==> src/rtl/core/bba_pkg.sv <==
// Shared types and constants of the first-fit bitmap block allocator.
// Depends on nothing; every module under rtl/core imports it.
`timescale 1ns / 1ps

package bba_pkg;

   localparam int IDX_W      = 10;   // width of block index fields
   localparam int CNT_W      = 11;   // width of counts and of the block limit
   localparam int BASE_W     = 12;   // index arithmetic with room for base + 32
   localparam int WORD_BITS  = 32;   // map bits held in one memory word
   localparam int BIT_AW     = 5;    // bit position inside a map word
   localparam int STATUS_W   = 2;
   localparam int CSR_IDX_W  = 1;
   localparam int INDEX_REACH = 1024;

   typedef logic [IDX_W-1:0]     idx_type;
   typedef logic [CNT_W-1:0]     cnt_type;
   typedef logic [BASE_W-1:0]    base_type;
   typedef logic [WORD_BITS-1:0] word_type;
   typedef logic [BIT_AW-1:0]    bitpos_type;
   typedef logic [STATUS_W-1:0]  status_type;

   localparam status_type STATUS_OK      = 2'd0;
   localparam status_type STATUS_FULL    = 2'd1;
   localparam status_type STATUS_BADFREE = 2'd2;

   localparam logic MODE_ALLOC = 1'b0;
   localparam logic MODE_FREE  = 1'b1;

   localparam logic [CSR_IDX_W-1:0] CSR_FIRST_DATA = 1'b0;
   localparam logic [CSR_IDX_W-1:0] CSR_TOTAL      = 1'b1;

   localparam idx_type CSR_FIRST_DATA_RESET = 10'd10;
   localparam cnt_type CSR_TOTAL_RESET      = 11'd1024;

   // Outcome of the first-fit search over one map word.
   typedef struct packed {
      logic       found;
      bitpos_type pos;
   } scan_result_type;

endpackage

==> src/rtl/core/bba_map_ram.sv <==
// Allocation map memory: one 32-bit word of allocation bits per entry.
// Depends on bba_pkg. Per-word valid bits make unwritten words read as free.
`timescale 1ns / 1ps

module bba_map_ram
   import bba_pkg::*;
#(
   parameter int WORDS = 32,
   parameter int AW    = 5
) (
   input  logic           clock,
   input  logic           reset,
   input  logic           rd_en,
   input  logic [AW-1:0]  rd_addr,
   output word_type       rd_data,
   input  logic           wr_en,
   input  logic [AW-1:0]  wr_addr,
   input  word_type       wr_data
);

   localparam int DEPTH = WORDS;

   word_type               mem [0:DEPTH-1];
   logic [DEPTH-1:0]       valid_ff;
   word_type               rd_data_ff;
   logic                   rd_valid_ff;

   always_ff @(posedge clock) begin
      if (wr_en) begin
         mem[wr_addr] <= wr_data;
      end
      if (rd_en) begin
         rd_data_ff <= mem[rd_addr];
      end
   end

   always_ff @(posedge clock) begin
      if (reset) begin
         valid_ff    <= '0;
         rd_valid_ff <= 1'b0;
      end else begin
         if (wr_en) begin
            valid_ff[wr_addr] <= 1'b1;
         end
         if (rd_en) begin
            rd_valid_ff <= valid_ff[rd_addr];
         end
      end
   end

   // Never-written words hold no allocations.
   assign rd_data = rd_valid_ff ? rd_data_ff : '0;

endmodule

==> src/rtl/core/bba_word_scan.sv <==
// First-fit search over one map word within the allowed index window.
// Depends on bba_pkg.
`timescale 1ns / 1ps

module bba_word_scan
   import bba_pkg::*;
(
   input  word_type         word_data,
   input  base_type         word_base,
   input  idx_type          search_start,
   input  cnt_type          limit,
   output scan_result_type  result
);

   logic [WORD_BITS-1:0] free_ok;

   always_comb begin
      for (int b = 0; b < WORD_BITS; b++) begin
         free_ok[b] = !word_data[b]
                      && ((word_base + base_type'(b)) >= base_type'(search_start))
                      && ((word_base + base_type'(b)) <  base_type'(limit));
      end
   end

   // Lowest eligible bit wins.
   always_comb begin
      result.found = 1'b0;
      result.pos   = '0;
      for (int b = WORD_BITS - 1; b >= 0; b--) begin
         if (free_ok[b]) begin
            result.found = 1'b1;
            result.pos   = bitpos_type'(b);
         end
      end
   end

endmodule

==> src/rtl/core/bitmap_block_allocator.sv <==
// Top level of the first-fit bitmap block allocator: control, counters, CSRs.
// Depends on bba_pkg, bba_map_ram and bba_word_scan.
`timescale 1ns / 1ps

// Usage:
//  Input channel: raise start with req_mode and req_block_index; the transaction
//  is taken at a rising edge where start is high and busy is low. req_mode
//  selects allocate (first fit from the search base) or free of req_block_index.
//  Result channel: one transaction per request, shown on rsp_status,
//  rsp_granted_block and rsp_used_count for exactly one cycle with rsp_strobe.
//  The receiver cannot stall, so results never wait; busy drops as soon as the
//  result is registered and the next request may enter in the strobe cycle.
//  Sequence: requests rejected up front (search start or block at or above the
//  limit) strobe in the cycle after acceptance. A free reads the map word, then
//  checks and writes it back, and the result is registered. An allocate scans
//  map words from the one holding the search base, at most 32 words for a
//  1024-block map. The scan reads one 32-bit map word per cycle through the
//  memory read port.
//  CSRs: csr_we writes csr_wdata to register csr_index at once; write only while
//  busy is low and no request is in flight.
//  Reset: clears the used counter, the CSRs to their defaults and the per-word
//  valid bits of the map, so the whole map reads free at once; no clearing pass.
//  Only one request is in flight, so a write-back always lands before the next
//  read of the map and no forwarding is needed.
module bitmap_block_allocator
   import bba_pkg::*;
#(
   parameter int MAX_BLOCKS = 1024
) (
   input  logic                  clock,
   input  logic                  reset,
   input  logic                  start,
   output logic                  busy,
   input  logic                  req_mode,
   input  idx_type               req_block_index,
   output logic                  rsp_strobe,
   output status_type            rsp_status,
   output idx_type               rsp_granted_block,
   output cnt_type               rsp_used_count,
   input  logic                  csr_we,
   input  logic [CSR_IDX_W-1:0]  csr_index,
   input  cnt_type               csr_wdata
);

   // Index fields cannot reach past INDEX_REACH, so the map stops there.
   localparam int NUM_BLOCKS = (MAX_BLOCKS < INDEX_REACH) ? MAX_BLOCKS : INDEX_REACH;
   localparam int WORDS      = (NUM_BLOCKS + WORD_BITS - 1) / WORD_BITS;
   localparam int AW         = (WORDS > 1) ? $clog2(WORDS) : 1;
   localparam cnt_type LIM_CAP = cnt_type'(NUM_BLOCKS);

   typedef enum logic [2:0] {
      ST_IDLE = 3'b001,
      ST_SCAN = 3'b010,
      ST_FREE = 3'b100
   } state_type;

   state_type        state_ff, state_in;
   idx_type          first_data_ff;
   cnt_type          total_ff;
   cnt_type          used_ff, used_in;
   logic [AW-1:0]    word_ff, word_in;
   bitpos_type       bitpos_ff, bitpos_in;
   logic             strobe_ff, strobe_in;
   status_type       status_ff, status_in;
   idx_type          granted_ff, granted_in;

   cnt_type          limit;
   logic             map_rd_en;
   logic [AW-1:0]    map_rd_addr;
   word_type         map_rd_data;
   logic             map_wr_en;
   word_type         map_wr_data;
   base_type         word_base;
   logic             last_word;
   scan_result_type  scan;

   // Valid range: smaller of the block-count register and the map size.
   assign limit = (total_ff < LIM_CAP) ? total_ff : LIM_CAP;

   // CSR writes.
   always_ff @(posedge clock) begin
      if (reset) begin
         first_data_ff <= CSR_FIRST_DATA_RESET;
         total_ff      <= CSR_TOTAL_RESET;
      end else if (csr_we) begin
         unique case (csr_index)
            CSR_FIRST_DATA: first_data_ff <= csr_wdata[IDX_W-1:0];
            CSR_TOTAL:      total_ff      <= csr_wdata;
            default:        ;
         endcase
      end
   end

   bba_map_ram #(
      .WORDS (WORDS),
      .AW    (AW)
   ) u_map (
      .clock   (clock),
      .reset   (reset),
      .rd_en   (map_rd_en),
      .rd_addr (map_rd_addr),
      .rd_data (map_rd_data),
      .wr_en   (map_wr_en),
      .wr_addr (word_ff),
      .wr_data (map_wr_data)
   );

   assign word_base = base_type'({word_ff, bitpos_type'(0)});
   assign last_word = (word_base + base_type'(WORD_BITS)) >= base_type'(limit);

   bba_word_scan u_scan (
      .word_data    (map_rd_data),
      .word_base    (word_base),
      .search_start (first_data_ff),
      .limit        (limit),
      .result       (scan)
   );

   always_comb begin
      state_in    = state_ff;
      used_in     = used_ff;
      word_in     = word_ff;
      bitpos_in   = bitpos_ff;
      strobe_in   = 1'b0;
      status_in   = status_ff;
      granted_in  = granted_ff;
      map_rd_en   = 1'b0;
      map_rd_addr = word_ff;
      map_wr_en   = 1'b0;
      map_wr_data = map_rd_data;

      unique case (state_ff)
         ST_IDLE: begin
            if (start) begin
               granted_in = '0;
               if (req_mode == MODE_ALLOC) begin
                  if (cnt_type'(first_data_ff) >= limit) begin
                     // Search starts past the end: fail at once.
                     strobe_in = 1'b1;
                     status_in = STATUS_FULL;
                  end else begin
                     word_in     = AW'(first_data_ff[IDX_W-1:BIT_AW]);
                     map_rd_en   = 1'b1;
                     map_rd_addr = word_in;
                     state_in    = ST_SCAN;
                  end
               end else begin
                  if (cnt_type'(req_block_index) >= limit) begin
                     strobe_in = 1'b1;
                     status_in = STATUS_BADFREE;
                  end else begin
                     word_in     = AW'(req_block_index[IDX_W-1:BIT_AW]);
                     bitpos_in   = req_block_index[BIT_AW-1:0];
                     map_rd_en   = 1'b1;
                     map_rd_addr = word_in;
                     state_in    = ST_FREE;
                  end
               end
            end
         end

         ST_SCAN: begin
            if (scan.found) begin
               // Claim the bit and write the word back.
               map_wr_en   = 1'b1;
               map_wr_data = map_rd_data | (word_type'(1) << scan.pos);
               used_in     = used_ff + cnt_type'(1);
               strobe_in   = 1'b1;
               status_in   = STATUS_OK;
               granted_in  = idx_type'({word_ff, scan.pos});
               state_in    = ST_IDLE;
            end else if (last_word) begin
               strobe_in   = 1'b1;
               status_in   = STATUS_FULL;
               state_in    = ST_IDLE;
            end else begin
               // Advance to the next word; its data arrives next cycle.
               word_in     = word_ff + AW'(1);
               map_rd_en   = 1'b1;
               map_rd_addr = word_in;
            end
         end

         ST_FREE: begin
            strobe_in = 1'b1;
            state_in  = ST_IDLE;
            if (map_rd_data[bitpos_ff]) begin
               map_wr_en   = 1'b1;
               map_wr_data = map_rd_data & ~(word_type'(1) << bitpos_ff);
               used_in     = used_ff - cnt_type'(1);
               status_in   = STATUS_OK;
            end else begin
               status_in   = STATUS_BADFREE;
            end
         end

         default: begin
            state_in = ST_IDLE;
         end
      endcase
   end

   always_ff @(posedge clock) begin
      if (reset) begin
         state_ff  <= ST_IDLE;
         used_ff   <= '0;
         strobe_ff <= 1'b0;
      end else begin
         state_ff  <= state_in;
         used_ff   <= used_in;
         strobe_ff <= strobe_in;
      end
   end

   // Payload registers: no reset needed.
   always_ff @(posedge clock) begin
      word_ff    <= word_in;
      bitpos_ff  <= bitpos_in;
      status_ff  <= status_in;
      granted_ff <= granted_in;
   end

   assign busy              = (state_ff != ST_IDLE);
   assign rsp_strobe        = strobe_ff;
   assign rsp_status        = status_ff;
   assign rsp_granted_block = granted_ff;
   assign rsp_used_count    = used_ff;

`ifndef ASSERT_OFF
   // The map data checked by a free comes from a read issued the cycle before.
   a_free_after_read: assert property (@(posedge clock) disable iff (reset)
      (state_ff == ST_FREE) |-> $past(map_rd_en))
      else $error("free check without a preceding map read");

   // Map write-back only from the scan or free steps.
   a_write_source: assert property (@(posedge clock) disable iff (reset)
      map_wr_en |-> (state_ff == ST_SCAN || state_ff == ST_FREE))
      else $error("map write outside scan or free");

   // Used count never exceeds the number of map bits.
   a_used_bound: assert property (@(posedge clock) disable iff (reset)
      used_ff <= LIM_CAP)
      else $error("used count exceeds map size");

   // A failed or free result carries no granted block.
   a_grant_zero: assert property (@(posedge clock) disable iff (reset)
      (rsp_strobe && (rsp_status != STATUS_OK || $past(state_ff) == ST_FREE))
         |-> (rsp_granted_block == '0))
      else $error("granted block set on a non-grant result");
`endif

endmodule

==> config.mk <==
export PLATFORM = sky130hd
export DESIGN_NAME = bitmap_block_allocator
export DESIGN_NICKNAME = d
export VERILOG_FILES = /design/src/rtl/core/bba_pkg.sv /design/src/rtl/core/bba_map_ram.sv /design/src/rtl/core/bba_word_scan.sv /design/src/rtl/core/bitmap_block_allocator.sv
export SDC_FILE = /design/constraint.sdc
export NUM_CORES = 2
export LEC_CHECK = 0
export BUFFER_PORTS_ARGS = -buffer_cell sky130_fd_sc_hd__buf_4
export CAP_MARGIN = 10
export CORE_UTILIZATION = 34
export CTS_BUF_LIST = sky130_fd_sc_hd__clkbuf_16
export CTS_CLUSTER_DIAMETER = 150
export DETAILED_ROUTE_END_ITERATION = 6
export HOLD_SLACK_MARGIN = 0.06
export PLACE_DENSITY = 0.46
export SLEW_MARGIN = 40
export SYNTH_ARGS = -nofsm -noshare
export SYNTH_HDL_FRONTEND = slang
export SYNTH_SLANG_ARGS = --single-unit
==> constraint.sdc <==
create_clock -name clock -period 8.1 [get_ports clock]
set_input_delay 2.43 -clock clock [delete_from_list [all_inputs] [get_ports clock]]
set_output_delay 2.43 -clock clock [all_outputs]
set_load 0.03 [all_outputs]
==> results_dict.tcl <==
set metrics [dict create \
    drt_iter0_markers 3529 \
    drc 1 \
    htree_levels 3 \
    powerDensity_nw_per_um2 271.2 \
    grt-ovfl-total 0 \
    port_buffers 51 \
    die_w_um 385.1 \
    grt_max_degree 116 \
    ctsResizeCount 0 \
    gp_congestion 0.9310 \
    start_util 0.3428 \
    grt_pass1_wl_mm 254.6 \
    slew_viol_final 0 \
    syn-num-nets 4071 \
    synth_area_leader_cell "edfxtp_1" \
    rsz0062_at_grt "no" \
    clk_pin_slew_ps 60 \
    end_kind "register" \
    crit_type "reg2reg" \
    antenna_found_initial 2 \
    syn_area_um2 49900 \
    netSwitchingPower_uw 4993 \
    cts_tree "built" \
    synth_warnings 0 \
    dr_total_vias 34770 \
    rows 140 \
    p_sw_frac 0.3210 \
    avgRoutedWirePerCell_um 29.83 \
    async_reset_ff_frac 0 \
    synth_cells 3991 \
    cts_setup_buffers 0 \
    violations "design-rule violations" \
    synth-edff-count 1073 \
    ctsRootBufferMaster "clkbuf_16" \
    ioPinCount 52 \
    synth_top_area_frac 0.6458 \
    chipHeight_um 385.1 \
    cts_made_buffers 121 \
    synth.most_common_cell "edfxtp_1" \
    finalSetupViolations 0 \
    crit_required_ps 8600 \
    p_int_uw 10560 \
    clock_power_share 0.333 \
    yosys-top-cells-area "edfxtp_1 (65%), nand2_1 (6.9%), a311oi_1 (4.5%), dfxtp_1 (3.0%), nand3_1 (2.8%)" \
    avgSynthCellArea_um2 12.50 \
    worst_slew_pin_slew_ps 921.6 \
    outcome "finished with violations" \
    clock-skew-final_ps 42.34 \
    grt_pass1_vias 33310 \
    drive_gt1_frac 0.1172 \
    grt_usage 0.2397 \
    cp.arrival_ps 7430 \
    hold_violations 0 \
    clk_latency_ps 760 \
    period_needed_ps 6931 \
    p_leak_uw 0.01903 \
    cap_violations 0 \
    ir_drop_uv 194.7 \
    relSlewSlack 0.3841 \
    cp_max_fo 38 \
    finalWirelength_mm 179.6 \
    ys_ff_latch 1147 \
    area_growth_pct 14.94 \
    fin_crit_sh 0.8557 \
    dr.pass1.iters 7 \
    core_area_um2 145600 \
    startpoint_type "register" \
    synth_flop_cell "edfxtp_1" \
    clk_path_buf_depth 3 \
    dieArea_um2 148300 \
    power_uw 15550 \
    power_frac_comb 0.224 \
    dpl.hpwl_mm 99.11 \
    hold_buffers 0 \
    tns_ps 0 \
    synth_commonest_cells "edfxtp_1 (1073), nand2_1 (923), nand3_1 (282)" \
    seqPwrFrac 0.443 \
    seq_area_frac_synth 0.6755 \
    final_nets 4090 \
    avgViaCountPerCell 5.773 \
    fmax_mhz 144.3 \
    cts_num_sinks 1147 \
    ant_nets 0 \
    synth_cell_type_count 99 \
    hold_class "reg2reg" \
]
sequential cells by signal, indices dropped and copies added (netlist names):
name / cells
rsp_strobe: 1
u_map.mem: 1024
bitpos_ff: 5
state_ff: 3
u_map.rd_valid_ff: 1
first_data_ff: 10
u_map.rd_data_ff: 32
rsp_used_count: 11
u_map.valid_ff: 32
total_ff: 11
rsp_granted_block: 10
rsp_status: 2
word_ff: 5
cell families after synthesis:
family / Yosys count / synth area share
AO/OA/AOI/OAI: 862 / 0.1368
adder cells (fa/ha/maj): 53 / 0.01344
multiplexers: 22 / 0.006971
buffers and inverters: 352 / 0.02989
flip-flops: 1147 / 0.6755
AND/OR/NAND/NOR: 1545 / 0.1356
XOR/XNOR: 10 / 0.001755
worst max-delay path, cell delays in order, from the launching register on:
cell,delay [ps]
dfxtp_1,340
clkinv_1,370
nand2_1,400
ha_1,340
nand4b_2,300
a2111oi_0,600
nor2_1,160
a221oi_2,430
o211ai_1,260
nand4bb_1,660
buf_4,370
o31ai_1,380
nor2_4,200
inv_6,460
buf_4,430
nand3_1,150
a311oi_1,500
nor4_1,120
buf_4,150
metrics by stage:
stage,instance area (um2),util,worst slack (ps),instances,hold slack [ps]
6_report,57350,0.3940,1169,6023,457.7
5_1_grt,57350,0.3940,832.3,6022,485.6
4_1_cts,57330,0.3938,1189,6021,456.0
3_5_place_dp,53690,0.3689,981.3,5803,448.0
3_3_place_gp,53630,0.3684,949.5,5801,443.0
2_1_floorplan,49900,-,1816,3991,429.1
path summary, 6_finish.rpt:
| kind | startpoint | end | slack (ps) | cells past startpoint |
|---|---|---|---|---|
| setup / recovery | total_ff[10]$_SDFFE_PP1P_ | u_map.rd_data_ff[11]$_DFFE_PP_ | 1170 | 18 |
| hold reg to reg | total_ff[9]$_SDFFE_PP0P_ | total_ff[9]$_SDFFE_PP0P_ | 460 | 2 |
| setup reg to reg | total_ff[10]$_SDFFE_PP1P_ | u_map.rd_data_ff[11]$_DFFE_PP_ | 1170 | 18 |
| hold / removal | total_ff[9]$_SDFFE_PP0P_ | total_ff[9]$_SDFFE_PP0P_ | 460 | 2 |
metal layers:
| layer | share of wire | GRT usage | wire [um] |
|---|---|---|---|
| met1 | 0.46 | 0.3442 | 81940 |
| met2 | 0.45 | 0.3718 | 81600 |
| met3 | 0.057 | 0.03094 | 10290 |
| met4 | 0.032 | 0.08282 | 5819 |
| met5 | 0 | 0 | 0 |
power by group through the flow:
stage                     Clock (uW)  Sequential (uW)  Combinational, uW
after floorplan                    0             6910               1990
after global placement             0             7020               3410
after detailed placement           0             7010               3430
after CTS                       5280             6890               3450
after global routing            5510             6890               3720
final                           5180             6890               3480
layout by cell type, fill, tap and decap left out, types with 53 or more instances in the layout:
cell,count
edfxtp_1,1073
nand2_1,920
nand3_1,282
a311oi_1,257
a211oi_1,150
buf_4,147
o31a_1,132
nor2_1,126
clkbuf_16,121
a21oi_1,95
inv_1,82
dfxtp_1,73
buf_12,53
cell type report:
cell class | instances | area [um2]
well taps | 1917 | 2399
inverters | 45 | 190.2
clock buffers | 121 | 3028
clock inverters | 97 | 608.1
diodes | 1 | 2.502
flip-flops and latches | 1147 | 33700
multi-input cells | 2492 | 15220
repair buffers | 203 | 2202
fillers | 13780 | 88210
Power figures use the tool's default switching activity.
